===== config.mk =====
export PLATFORM = sky130hd
export DESIGN_NAME = dust_sensor_low_pulse_occupancy_top
export DESIGN_NICKNAME = d
export VERILOG_FILES = /design/src/sv/lpo_pkg.sv /design/src/sv/dust_sensor_low_pulse_occupancy_top.sv /design/src/sv/lpo_count.sv /design/src/sv/lpo_div.sv /design/src/sv/lpo_mul.sv
export SDC_FILE = /design/constraint.sdc
export NUM_CORES = 2
export LEC_CHECK = 0
export ABC_AREA = 1
export ABC_CLOCK_PERIOD_IN_PS = 6300
export BUFFER_PORTS_ARGS = -buffer_cell sky130_fd_sc_hd__buf_2
export CAP_MARGIN = 40
export CORE_MARGIN = 3
export CORE_UTILIZATION = 30
export CTS_BUF_LIST = sky130_fd_sc_hd__clkbuf_4 sky130_fd_sc_hd__clkbuf_8
export CTS_CLUSTER_DIAMETER = 200
export DETAILED_ROUTE_END_ITERATION = 12
export PLACE_DENSITY = 0.47
export SETUP_SLACK_MARGIN = 0.1
export SLEW_MARGIN = 10
export SYNTH_ARGS = -nofsm -noshare
export SYNTH_HDL_FRONTEND = slang
export SYNTH_SLANG_ARGS = --single-unit

===== constraint.sdc =====
create_clock -name clk_i -period 6.3 [get_ports clk_i]
set_clock_uncertainty 0.15 [all_clocks]
set_input_delay 1.26 -clock clk_i [delete_from_list [all_inputs] [get_ports clk_i]]
set_output_delay 1.26 -clock clk_i [all_outputs]
set_load 0.01 [all_outputs]

===== src/sv/lpo_pkg.sv =====
// shared constants for the dust sensor low-pulse occupancy meter
package lpo_pkg;

  localparam int unsigned WIN_W     = 26;
  localparam int unsigned LOW_W     = 26;
  localparam int unsigned RATIO_W   = 23;
  localparam int unsigned CONC_W    = 29;
  localparam int unsigned QUO_W     = 29;
  localparam int unsigned R2_W      = 30;
  localparam int unsigned R3_W      = 36;
  localparam int unsigned PROD_W    = R2_W + RATIO_W;
  localparam int unsigned S_W       = 40;
  localparam int unsigned U_W       = 31;
  localparam int unsigned FRAC_W    = 16;
  localparam int unsigned TDATA_O_W = 80;
  localparam int unsigned TDATA_I_W = 8;

  localparam logic [WIN_W-1:0]   WIN_RESET  = 26'd30000000;
  localparam logic [RATIO_W-1:0] PCT_Q16    = 23'd6553600;
  localparam logic [S_W-1:0]     OFFSET_Q16 = 40'd406323;
  localparam logic [S_W-1:0]     ROUND_HALF = 40'd1280;
  localparam logic [2:0]         DIV_FIVE   = 3'd5;

endpackage


===== src/sv/dust_sensor_low_pulse_occupancy_top.sv =====
// Low-pulse occupancy meter for a dust sensor. One input transfer is one
// microsecond tick carrying the sensor level (tdata bit 0 set when the output is low).
// A tick that does not close the window is taken without a stall. The tick that
// closes the window starts the result calculation, and the input stalls until the
// result is loaded: two passes of the one-bit-per-cycle restoring divider (ratio,
// then the final divide by five) and two passes of the one-bit-per-cycle multiplier
// (ratio squared and cubed). The result sits in an output register, so ticks keep
// flowing while it waits to be taken; a second window result stalls only if the
// first one is still held.
module dust_sensor_low_pulse_occupancy_top #(
  parameter int unsigned COUNTER_WIDTH = 26
) (
  input  logic                              clk_i,
  input  logic                              rst_ni,
  input  logic                              s_axis_tvalid,
  output logic                              s_axis_tready,
  // [0] pin_low, [7:1] zero
  input  logic [lpo_pkg::TDATA_I_W-1:0]     s_axis_tdata,
  output logic                              m_axis_tvalid,
  input  logic                              m_axis_tready,
  // [25:0] low_total, [48:26] ratio_pct_q16, [77:49] concentration_q8, [79:78] zero
  output logic [lpo_pkg::TDATA_O_W-1:0]     m_axis_tdata,
  input  logic                              cfg_valid,
  output logic                              cfg_ready,
  input  logic [lpo_pkg::WIN_W-1:0]         cfg_data
);
  import lpo_pkg::*;

  localparam int unsigned CW = COUNTER_WIDTH;
  localparam int unsigned NW = CW + 23;
  localparam int unsigned PW = CW + 7;

  localparam logic [3:0] ST_IDLE = 4'd0;
  localparam logic [3:0] ST_PCT  = 4'd1;
  localparam logic [3:0] ST_NUM  = 4'd2;
  localparam logic [3:0] ST_WD1  = 4'd3;
  localparam logic [3:0] ST_SQ   = 4'd4;
  localparam logic [3:0] ST_WSQ  = 4'd5;
  localparam logic [3:0] ST_CU   = 4'd6;
  localparam logic [3:0] ST_WCU  = 4'd7;
  localparam logic [3:0] ST_P1   = 4'd8;
  localparam logic [3:0] ST_P2   = 4'd9;
  localparam logic [3:0] ST_NG   = 4'd10;
  localparam logic [3:0] ST_SB   = 4'd11;
  localparam logic [3:0] ST_D2   = 4'd12;
  localparam logic [3:0] ST_WD2  = 4'd13;
  localparam logic [3:0] ST_OUT  = 4'd14;

  logic [3:0]             state_q, state_d;
  logic                   tick;
  logic                   close;
  logic [CW-1:0]          low_cnt;
  logic [CW-1:0]          weff;

  logic [CW-1:0]          l_q;
  logic [CW-1:0]          w_q;
  logic [PW-1:0]          p_q;
  logic [RATIO_W-1:0]     ratio_q;
  logic [R2_W-1:0]        r2_q;
  logic [R3_W-1:0]        r3_q;
  logic [S_W-1:0]         pos_q;
  logic [S_W-1:0]         neg_q;
  logic [S_W-1:0]         s_q;
  logic [CONC_W-1:0]      conc_q;
  logic [TDATA_O_W-1:0]   m_data_q;
  logic                   m_valid_q;

  logic [PW-1:0]          l_ext;
  logic [NW-1:0]          num1;
  logic [S_W-1:0]         s_round;
  logic [S_W-1:0]         r3_ext, r2_ext, ratio_ext;
  logic [CW+LOW_W-1:0]    low_wide;
  logic                   load_out;

  logic                   div_start, div_done, div_ovf;
  logic [NW-1:0]          div_num;
  logic [CW-1:0]          div_den;
  logic [QUO_W-1:0]       div_quo;
  logic                   mul_start, mul_done;
  logic [R2_W-1:0]        mul_a;
  logic [PROD_W-1:0]      mul_prod;

  assign tick      = s_axis_tvalid & s_axis_tready;
  assign s_axis_tready = (state_q == ST_IDLE);
  assign cfg_ready = 1'b1;

  lpo_count #(
    .COUNTER_WIDTH(CW)
  ) u_count (
    .clk_i       (clk_i),
    .rst_ni      (rst_ni),
    .tick_i      (tick),
    .pin_i       (s_axis_tdata[0]),
    .cfg_valid_i (cfg_valid),
    .cfg_data_i  (cfg_data),
    .close_o     (close),
    .low_o       (low_cnt),
    .weff_o      (weff)
  );

  // ratio numerator: low * 100 * 2^16 plus half the window for rounding
  assign l_ext     = PW'(l_q);
  assign num1      = {p_q, {FRAC_W{1'b0}}} + NW'(w_q >> 1);
  assign s_round   = s_q + ROUND_HALF;
  assign r3_ext    = S_W'(r3_q);
  assign r2_ext    = S_W'(r2_q);
  assign ratio_ext = S_W'(ratio_q);

  assign div_start = (state_q == ST_NUM) || (state_q == ST_D2);
  assign div_num   = (state_q == ST_NUM) ? num1 : NW'(s_round[S_W-1:9]);
  assign div_den   = (state_q == ST_NUM) ? w_q : CW'(DIV_FIVE);

  lpo_div #(
    .COUNTER_WIDTH(CW)
  ) u_div (
    .clk_i   (clk_i),
    .rst_ni  (rst_ni),
    .start_i (div_start),
    .num_i   (div_num),
    .den_i   (div_den),
    .done_o  (div_done),
    .quo_o   (div_quo),
    .ovf_o   (div_ovf)
  );

  assign mul_start = (state_q == ST_SQ) || (state_q == ST_CU);
  assign mul_a     = (state_q == ST_SQ) ? R2_W'(ratio_q) : r2_q;

  lpo_mul u_mul (
    .clk_i   (clk_i),
    .rst_ni  (rst_ni),
    .start_i (mul_start),
    .a_i     (mul_a),
    .b_i     (ratio_q),
    .done_o  (mul_done),
    .prod_o  (mul_prod)
  );

  assign load_out = (state_q == ST_OUT) && (!m_valid_q || m_axis_tready);

  always_comb begin
    state_d = state_q;
    unique case (state_q)
      ST_IDLE: if (tick && close) state_d = ST_PCT;
      ST_PCT:  state_d = ST_NUM;
      ST_NUM:  state_d = ST_WD1;
      ST_WD1:  if (div_done) state_d = ST_SQ;
      ST_SQ:   state_d = ST_WSQ;
      ST_WSQ:  if (mul_done) state_d = ST_CU;
      ST_CU:   state_d = ST_WCU;
      ST_WCU:  if (mul_done) state_d = ST_P1;
      ST_P1:   state_d = ST_P2;
      ST_P2:   state_d = ST_NG;
      ST_NG:   state_d = ST_SB;
      ST_SB:   state_d = ST_D2;
      ST_D2:   state_d = ST_WD2;
      ST_WD2:  if (div_done) state_d = ST_OUT;
      ST_OUT:  if (load_out) state_d = ST_IDLE;
      default: state_d = ST_IDLE;
    endcase
  end

  always_ff @(posedge clk_i or negedge rst_ni) begin
    if (!rst_ni) begin
      state_q   <= ST_IDLE;
      m_valid_q <= 1'b0;
    end else begin
      state_q <= state_d;
      if (load_out) begin
        m_valid_q <= 1'b1;
      end else if (m_axis_tready) begin
        m_valid_q <= 1'b0;
      end
    end
  end

  always_ff @(posedge clk_i) begin
    case (state_q)
      ST_IDLE: begin
        if (tick && close) begin
          l_q <= low_cnt;
          w_q <= weff;
        end
      end
      ST_PCT: p_q <= (l_ext << 6) + (l_ext << 5) + (l_ext << 2);
      ST_WD1: begin
        if (div_done) begin
          ratio_q <= (div_ovf || div_quo > QUO_W'(PCT_Q16)) ? PCT_Q16
                                                             : div_quo[RATIO_W-1:0];
        end
      end
      ST_WSQ: if (mul_done) r2_q <= mul_prod[FRAC_W +: R2_W];
      ST_WCU: if (mul_done) r3_q <= mul_prod[FRAC_W +: R3_W];
      ST_P1:  pos_q <= (r3_ext << 3) + (r3_ext << 1) + r3_ext;
      // 5200 = 4096 + 1024 + 64 + 16
      ST_P2:  pos_q <= pos_q + (ratio_ext << 12) + (ratio_ext << 10)
                             + (ratio_ext << 6) + (ratio_ext << 4) + OFFSET_Q16;
      ST_NG:  neg_q <= (r2_ext << 5) + (r2_ext << 2) + (r2_ext << 1);
      ST_SB:  s_q <= (pos_q > neg_q) ? (pos_q - neg_q) : '0;
      ST_WD2: if (div_done) conc_q <= div_ovf ? {CONC_W{1'b1}} : div_quo;
      default: ;
    endcase
    if (load_out) begin
      m_data_q <= {{(TDATA_O_W - LOW_W - RATIO_W - CONC_W){1'b0}},
                   conc_q, ratio_q, low_wide[LOW_W-1:0]};
    end
  end

  assign low_wide      = {{LOW_W{1'b0}}, l_q};
  assign m_axis_tvalid = m_valid_q;
  assign m_axis_tdata  = m_data_q;

`ifndef SYNTHESIS
  a_div_done_owned: assert property (@(posedge clk_i) disable iff (!rst_ni)
    div_done |-> (state_q == ST_WD1 || state_q == ST_WD2))
    else $error("divider finished outside a divide wait state");

  a_mul_done_owned: assert property (@(posedge clk_i) disable iff (!rst_ni)
    mul_done |-> (state_q == ST_WSQ || state_q == ST_WCU))
    else $error("multiplier finished outside a multiply wait state");

  a_ratio_range: assert property (@(posedge clk_i) disable iff (!rst_ni)
    m_axis_tvalid |-> (m_axis_tdata[48:26] <= PCT_Q16))
    else $error("ratio beyond one hundred percent");

  a_held_result: assert property (@(posedge clk_i) disable iff (!rst_ni)
    (m_valid_q && !m_axis_tready) |=> (m_valid_q && $stable(m_data_q)))
    else $error("waiting result overwritten or dropped");
`endif

endmodule


===== src/sv/lpo_count.sv =====
// tick counters, window register and window-close detection
module lpo_count #(
  parameter int unsigned COUNTER_WIDTH = 26
) (
  input  logic                          clk_i,
  input  logic                          rst_ni,
  input  logic                          tick_i,
  input  logic                          pin_i,
  input  logic                          cfg_valid_i,
  input  logic [lpo_pkg::WIN_W-1:0]     cfg_data_i,
  output logic                          close_o,
  output logic [COUNTER_WIDTH-1:0]      low_o,
  output logic [COUNTER_WIDTH-1:0]      weff_o
);
  import lpo_pkg::*;

  localparam int unsigned CW = COUNTER_WIDTH;
  localparam int unsigned MW = (CW > WIN_W) ? CW : WIN_W;

  logic [WIN_W-1:0] window_q;
  logic [CW-1:0]    low_q, low_d;
  logic [CW-1:0]    elapsed_q, elapsed_d;
  logic [CW-1:0]    elapsed_next;
  logic [MW-1:0]    win_ext, win_cap, win_clamp;

  // limit the window to what the counter can reach, and at least one tick
  always_comb begin
    win_ext   = MW'(window_q);
    win_cap   = MW'({CW{1'b1}});
    win_clamp = (win_ext > win_cap) ? win_cap : win_ext;
    weff_o    = (win_clamp[CW-1:0] == '0) ? CW'(1) : win_clamp[CW-1:0];
  end

  assign elapsed_next = elapsed_q + CW'(1);
  assign low_o        = low_q + CW'(pin_i);
  assign close_o      = (elapsed_next >= weff_o);

  always_comb begin
    low_d     = low_q;
    elapsed_d = elapsed_q;
    if (tick_i) begin
      if (close_o) begin
        low_d     = '0;
        elapsed_d = '0;
      end else begin
        low_d     = low_o;
        elapsed_d = elapsed_next;
      end
    end
  end

  always_ff @(posedge clk_i or negedge rst_ni) begin
    if (!rst_ni) begin
      window_q  <= WIN_RESET;
      low_q     <= '0;
      elapsed_q <= '0;
    end else begin
      if (cfg_valid_i) begin
        window_q <= cfg_data_i;
      end
      low_q     <= low_d;
      elapsed_q <= elapsed_d;
    end
  end

endmodule


===== src/sv/lpo_div.sv =====
// bit-serial restoring divider, one quotient bit per cycle, with overflow flag
module lpo_div #(
  parameter int unsigned COUNTER_WIDTH = 26
) (
  input  logic                             clk_i,
  input  logic                             rst_ni,
  input  logic                             start_i,
  input  logic [COUNTER_WIDTH+22:0]        num_i,
  input  logic [COUNTER_WIDTH-1:0]         den_i,
  output logic                             done_o,
  output logic [lpo_pkg::QUO_W-1:0]        quo_o,
  output logic                             ovf_o
);
  import lpo_pkg::*;

  localparam int unsigned CW    = COUNTER_WIDTH;
  localparam int unsigned NW    = CW + 23;
  localparam int unsigned CNT_W = $clog2(NW + 1);

  logic [NW-1:0]    num_q;
  logic [CW-1:0]    den_q;
  logic [CW-1:0]    rem_q;
  logic [QUO_W-1:0] quo_q;
  logic             ovf_q;
  logic [CNT_W-1:0] cnt_q;
  logic             busy_q;
  logic             done_q;
  logic [CW:0]      trial;
  logic [CW:0]      diff;
  logic             fits;

  assign trial = {rem_q, num_q[NW-1]};
  assign diff  = trial - {1'b0, den_q};
  assign fits  = (trial >= {1'b0, den_q});

  always_ff @(posedge clk_i or negedge rst_ni) begin
    if (!rst_ni) begin
      busy_q <= 1'b0;
      done_q <= 1'b0;
      cnt_q  <= '0;
    end else begin
      done_q <= 1'b0;
      if (start_i) begin
        busy_q <= 1'b1;
        cnt_q  <= CNT_W'(NW);
      end else if (busy_q) begin
        cnt_q <= cnt_q - CNT_W'(1);
        if (cnt_q == CNT_W'(1)) begin
          busy_q <= 1'b0;
          done_q <= 1'b1;
        end
      end
    end
  end

  always_ff @(posedge clk_i) begin
    if (start_i) begin
      num_q <= num_i;
      den_q <= den_i;
      rem_q <= '0;
      quo_q <= '0;
      ovf_q <= 1'b0;
    end else if (busy_q) begin
      num_q <= {num_q[NW-2:0], 1'b0};
      rem_q <= fits ? diff[CW-1:0] : trial[CW-1:0];
      // a bit falling off the top means the quotient is past its width
      ovf_q <= ovf_q | quo_q[QUO_W-1];
      quo_q <= {quo_q[QUO_W-2:0], fits};
    end
  end

  assign done_o = done_q;
  assign quo_o  = quo_q;
  assign ovf_o  = ovf_q;

endmodule


===== src/sv/lpo_mul.sv =====
// bit-serial shift-add multiplier, one multiplier bit per cycle, msb first
module lpo_mul (
  input  logic                           clk_i,
  input  logic                           rst_ni,
  input  logic                           start_i,
  input  logic [lpo_pkg::R2_W-1:0]       a_i,
  input  logic [lpo_pkg::RATIO_W-1:0]    b_i,
  output logic                           done_o,
  output logic [lpo_pkg::PROD_W-1:0]     prod_o
);
  import lpo_pkg::*;

  localparam int unsigned CNT_W = $clog2(RATIO_W + 1);

  logic [R2_W-1:0]    a_q;
  logic [RATIO_W-1:0] b_q;
  logic [PROD_W-1:0]  acc_q;
  logic [CNT_W-1:0]   cnt_q;
  logic               busy_q;
  logic               done_q;

  always_ff @(posedge clk_i or negedge rst_ni) begin
    if (!rst_ni) begin
      busy_q <= 1'b0;
      done_q <= 1'b0;
      cnt_q  <= '0;
    end else begin
      done_q <= 1'b0;
      if (start_i) begin
        busy_q <= 1'b1;
        cnt_q  <= CNT_W'(RATIO_W);
      end else if (busy_q) begin
        cnt_q <= cnt_q - CNT_W'(1);
        if (cnt_q == CNT_W'(1)) begin
          busy_q <= 1'b0;
          done_q <= 1'b1;
        end
      end
    end
  end

  always_ff @(posedge clk_i) begin
    if (start_i) begin
      a_q   <= a_i;
      b_q   <= b_i;
      acc_q <= '0;
    end else if (busy_q) begin
      acc_q <= (acc_q << 1) + (b_q[RATIO_W-1] ? PROD_W'(a_q) : '0);
      b_q   <= {b_q[RATIO_W-2:0], 1'b0};
    end
  end

  assign done_o = done_q;
  assign prod_o = acc_q;

endmodule


Word-level counts from Yosys, hierarchy flattened --
Cells that the tools add are included.
Operators by class: $add $sub $neg 20, order comparisons 5, eq/ne operators 22, mux-type cells 38, bitwise operators 2, reduce and logical (&&, ||, !) cells 19
Operator list (number):
- $mux 49 | 3
- $mux 26 | 5
- $pmux 40 s2 | 1
- $mux 23 | 3
- $pmux 4 s15 | 1
- $add 52x30->52 | 1
- $add 49x25->49 | 1
- $add 39x37->40 | 1
- $add 40x11->40 const B | 1
- $add 40x19->40 const B | 1
- $add 40x27->40 | 1
- $add 40x29->40 | 1
- $add 40x33->40 | 1
- $add 40x35->40 | 1
- $add 40x36->40 | 1
- $gt 40x40->1 | 1
- $sub 40x40->40 | 1
- $add 36x31->37 | 1
- $add 35x32->36 | 1
- $add 32x31->33 | 1
- $add 33x28->33 | 1
- $mux 30 | 1
- $gt 29x23->1 const B | 1
- $eq 4x4->1 const B | 7
- 29 further kinds | 68
Word-level totals: register bits 735, input bits 39, output and inout bits 83, logic and storage cells 137

Logic depth before layout (Yosys ltp) --
depth after elaboration 8, gate-level depth with buffers 23, gate-level depth less buffers 23

Modules after synthesis --
A second synthesis with hierarchy kept.
Second synthesis, totals: cell total of the unflattened synthesis 6916, area, all modules 52222.6 µm²
Modules (own cells, without submodules):
- dust_sensor_low_pulse_occupancy_top | times used 1, cells an instance 3901, area each 31306.3 µm², sequential area each 11716.2 µm²
- lpo_mul | times used 1, cells an instance 1232, area each 7811.2 µm², sequential area each 2827.7 µm²
- lpo_div | times used 1, cells an instance 952, area each 7398.3 µm², sequential area each 3573.4 µm²
- lpo_count | times used 1, cells an instance 831, area each 5706.7 µm², sequential area each 1964.4 µm²

Least setup slack after synthesis --
Ideal clock, no wire load.
path type input -> register, start point input port m_axis_tready, end point register m_data_q[0], in the netlist m_axis_tdata[0], enable pin, library setup time 514 ps, arrival 4553 ps, required time 5636 ps, setup slack 1082 ps, cell stages on the path 2, buffers on the path 0, path through nor2_1 > nor2_1
Between the ends: cells in the longest elaborated chain, start to end 2
RTL lines:
- start: declaration | RTL line dust_sensor_low_pulse_occupancy_top.sv:20 | input logic m_axis_tready,
- $logic_or 1x1->1 | RTL line dust_sensor_low_pulse_occupancy_top.sv:139 | assign load_out = (state_q == ST_OUT) && (!m_valid_q || m_axis_tready);
- $logic_and 1x1->1 | RTL line dust_sensor_low_pulse_occupancy_top.sv:139
- via load_out | RTL line dust_sensor_low_pulse_occupancy_top.sv:73 | logic load_out;
- end signal: assignment | RTL line dust_sensor_low_pulse_occupancy_top.sv:204 | m_data_q <= {{(TDATA_O_W - LOW_W - RATIO_W - CONC_W){1'b0}},
- end: declaration | RTL line dust_sensor_low_pulse_occupancy_top.sv:65 | logic [TDATA_O_W-1:0] m_data_q;
The timed path passes the listed nets, and every way through them passes these cells. A chain may end at the register's enable or synchronous reset.

Worst setup path in the final report --
start point register ratio_q[9], end point register pos_q[35] (data pin)
Between the ends: cells in the longest elaborated chain, start to end 6
RTL lines:
- start: declaration | RTL line dust_sensor_low_pulse_occupancy_top.sv:58 | logic [RATIO_W-1:0] ratio_q;
- start signal: assignment | RTL line dust_sensor_low_pulse_occupancy_top.sv:188 | ratio_q <= (div_ovf || div_quo > QUO_W'(PCT_Q16)) ? PCT_Q16
- $add 40x35->40 | RTL line dust_sensor_low_pulse_occupancy_top.sv:196 | ST_P2: pos_q <= pos_q + (ratio_ext << 12) + (ratio_ext << 10)
- $add 40x33->40 | RTL line dust_sensor_low_pulse_occupancy_top.sv:196
- $add 40x29->40 | RTL line dust_sensor_low_pulse_occupancy_top.sv:197 | + (ratio_ext << 6) + (ratio_ext << 4) + OFFSET_Q16;
- $add 40x27->40 * | RTL line dust_sensor_low_pulse_occupancy_top.sv:197
- $add 40x19->40 * | RTL line dust_sensor_low_pulse_occupancy_top.sv:197
- $pmux 40 s2 * | RTL line dust_sensor_low_pulse_occupancy_top.sv:178 | case (state_q)
- end signal: assignment | RTL line dust_sensor_low_pulse_occupancy_top.sv:194 | ST_P1: pos_q <= (r3_ext << 3) + (r3_ext << 1) + r3_ext;
- end signal: assignment | RTL line dust_sensor_low_pulse_occupancy_top.sv:196
- end: declaration | RTL line dust_sensor_low_pulse_occupancy_top.sv:61 | logic [S_W-1:0] pos_q;
Every way passes the cells marked *; elsewhere a longest branch is shown, timed or not.

==> results.yml <==
critical_path:
  cpPeakStageDelay_ns: 0.53
  required_ns: 6.76
  critPathMaxFanout: 5
  crit_family: "adder cells"
  startpoint_type: "flop"
  crit_chain: "inv_1 > fa_1 > fa_1 > inv_1 > fa_1 > ha_1 > nand2_1 > nor2_1 > nand2_1 > o21ai_0 > nand2_1 > nand2_1 > nand2_1 > nand3_1 > nand2_1"
  cpMaxStageDelayCell: "edfxtp_1"
  worst_setup_path_end_kind: "flop"
  cp.buffers_inverters: 2
  critPathKind: "reg2reg"
  arrival_ns: 5.00
  cp_common_cell: "nand2_1"
power_and_ir_drop:
  p_seq_frac: 0.498
  p_switching_w: 0.00226
  p_int_w: 0.00790
  cellLeakagePower_nw: 26.3
  irDropWorstVdd_v: 0.000204
  comb_power_share: 0.010
  power_frac_clock: 0.492
  p_per_area_nw_per_um2: 184
  fin_total_pwr_w: 0.0102
  power.share.switching: 0.222
synthesis:
  yosysUniqueCellTypes: 64
  ys_seq_area_frac: 0.408
  synth_compound_area_frac: 0.103
  synth_top_family_by_area: "simple AND/OR/NAND/NOR gates"
  synth_edf_count: 514
  synthCells: 6071
  yosys.area_share.simple: 0.241
  ys_ff_latch: 720
  synth_ff_type: "edfxtp_1"
  async_flop_share: 0.136
  synth.cell_area_um2: 49200
  synthMuxAreaShare: 0
  synth_fa_ha_area_frac: 0.142
  synthXorXnorAreaFrac: 0.0288
  ys.warnings.count: 0
  avgSynthCellArea_um2: 8.11
final_layout:
  layout-drive-gt1-share: 0.0771
  syn_to_final_growth_pct: 12.4
  num-fill-cells: 17400
  fin_cells: 8522
  fin_area_um2: 55300
  seq_area_um2: 20100
  multi_input_area_um2: 25400
  fin_nets: 6736
route:
  vias: 40600
  drc: 0
  viasPerCell: 4.76
  ant_nets: 0
  drt_iter0_drc: 2877
  wire_per_inst_um: 18.4
  drt_pass1_iterations: 6
  wl_um: 157000
timing:
  setup_viol: 0
  fin_crit_sh: 0.720
  worst_pin_slew_ns: 0.800
  hold_ws_ns: 0.245
  max_freq_mhz: 220
  maxSlewViolCount: 0
  max-slew-margin-rel: 0.467
  fin_setup_tns_ns: 0
  rsz0062_at_grt: "no"
  hold_violations: 0
  fin_crit_ns: 4.54
place:
  dpl-instance-area_um2: 52400
  hpwlAfterDp_um: 125000
  placed_cells: 8264
  io_buffers: 111
  gp_congestion: 0.924
cts:
  ctsHoldBuffers: 0
  tritoncts: "done"
  cts-root-buf: "clkbuf_8"
  cts_resized: 0
  cts_buffers: 137
  clk_latency_ns: 0.87
  clk_path_buf_depth: 3
  clock-sinks: 720
  clk_pin_slew_ns: 0.06
  htreeDepth: 4
  postCtsSetupBuffers: 0
die:
  core_area_um2: 163000
  die_w_um: 411
  ios: 122
  die_h_um: 411
  start_util: 0.302
  rows: 148
  die-area_um2: 169000
job:
  drv_cap: 0
global_route:
  grt_pass1_wl_um: 240000
  grt_usage: 0.185
  antenna_found_initial: 11
  grt_pass1_vias: 39900
  grt_busiest_layer: "met2"
  grtUsageMet2: 0.281
  grt_max_degree: 62
  met1_usage: 0.273
  use_met3: 0.0287
  grt_overflow_total: 0
run_status:
  run_status: "finished, final reports clean"
min_path:
  min_path_type: "in2async"
==> stage by stage <==
step           utilization  setup slack (ns)
6_report             0.340              1.76
5_1_grt              0.340              1.49
4_1_cts              0.339              1.77
3_5_place_dp         0.322              1.74
3_3_place_gp         0.320              1.73
2_1_floorplan            -              1.08
==> layout make-up <==
type	count	share of cell area
Multi-Input combinational cell	4350	0.458
Sequential cell	720	0.363
Inverter	873	0.0592
Tap cell	2175	0.0492
Clock buffer	180	0.0409
Timing Repair Buffer	146	0.0174
Clock inverter	70	0.0119
Antenna cell	8	0.000362
==> power groups by stage <==
stage / registers (W) / clock network (W) / logic [W]
floorplan: 0.00515 / 0 / 0.0000617
finish: 0.00506 / 0.00499 / 0.000103
detailed placement: 0.00516 / 0 / 0.000106
global placement: 0.00516 / 0 / 0.000102
global route: 0.00506 / 0.00541 / 0.000119
CTS: 0.00506 / 0.00519 / 0.000106
==> cells in the final DEF, fill, tap and decap left out, types with 110 or more instances in the layout <==
cell      count
a21oi_1     338
edfxtp_1    514
nor2_1      505
buf_2       110
nand2_1    1648
ha_1        320
nand3_1     315
inv_1       857
xor2_1      133
fa_1        149
clkbuf_8    146
o21ai_0     366
==> Yosys cell counts (6+ instances only) <==
cell type / instances / share of area
nand2_1: 1649 / 0.13
inv_1: 859 / 0.066
edfxtp_1: 514 / 0.31
nor2_1: 513 / 0.039
o21ai_0: 366 / 0.037
a21oi_1: 338 / 0.034
ha_1: 320 / 0.081
nand3_1: 315 / 0.032
fa_1: 149 / 0.061
xor2_1: 133 / 0.024
dfxtp_1: 108 / 0.044
nand4_1: 103 / 0.013
dfrtp_1: 88 / 0.045
nor3_1: 76 / 0.0077
clkbuf_1: 73 / 0.0056
o21bai_1: 46 / 0.0070
buf_2: 41 / 0.0042
nor4_1: 34 / 0.0043
nand3b_1: 31 / 0.0047
o22ai_1: 30 / 0.0038
xnor2_1: 29 / 0.0052
a31oi_1: 28 / 0.0036
o21a_1: 27 / 0.0041
or2_2: 25 / 0.0032
a21o_1: 18 / 0.0027
nand3_2: 13 / 0.0026
o21ai_1: 13 / 0.0013
a22o_1: 11 / 0.0020
inv_2: 11 / 0.00084
dfstp_2: 10 / 0.0053
nor2_2: 9 / 0.0011
o211ai_1: 9 / 0.0014
a21boi_0: 8 / 0.0012
nor2_4: 8 / 0.0018
buf_1: 7 / 0.00053
buf_4: 6 / 0.00092
==> state kept, by name, indices dropped and copies added, names as in the netlist, 29 cells and up <==
name          flops
m_axis_tdata     78
neg_q            35
r3_q             36
pos_q            40
u_div.num_q      49
u_mul.a_q        30
u_div.quo_o      29
u_mul.prod_o     52
conc_q           29
s_q              32
p_q              31
r2_q             30
==> worst paths after layout <==
kind,start,endpoint,slack (ns),cells past startpoint
worst max-delay path,ratio_q[9],pos_q[35],1.76,15
worst min-delay path,rst_ni,u_div.cnt_q[5],0.25,1
worst max register to register,ratio_q[9],pos_q[35],1.76,15
worst min register to register,conc_q[28],m_axis_tdata[77],0.26,0
max in group asynchronous,rst_ni,u_count.win_ext[15],4.63,3
min in group clk_i,conc_q[28],m_axis_tdata[77],0.26,0
==> cells by family (layout without fill, tap and decap cells) <==
kind of cell	count (synthesis)	count (layout)
xor gates and xnor gates	162	162
other	2	11
and+or+nand+nor	2802	2802
buffers and inverters	1002	1269
AOI/OAI and AO/OA	914	914
adders and majority gates	469	469
DFF	720	720
==> routing by layer <==
| metal | vias to the layer above | part of all wire | wire length, um |
|---|---|---|---|
| met5 | - | 0.00019 | 30 |
| met4 | 4 | 0.019 | 2980 |
| met3 | 175 | 0.046 | 7180 |
| met2 | 845 | 0.43 | 67500 |
| met1 | 19200 | 0.50 | 78800 |
| li1 | 20400 | - | - |
Power figures use the tool's default switching activity.
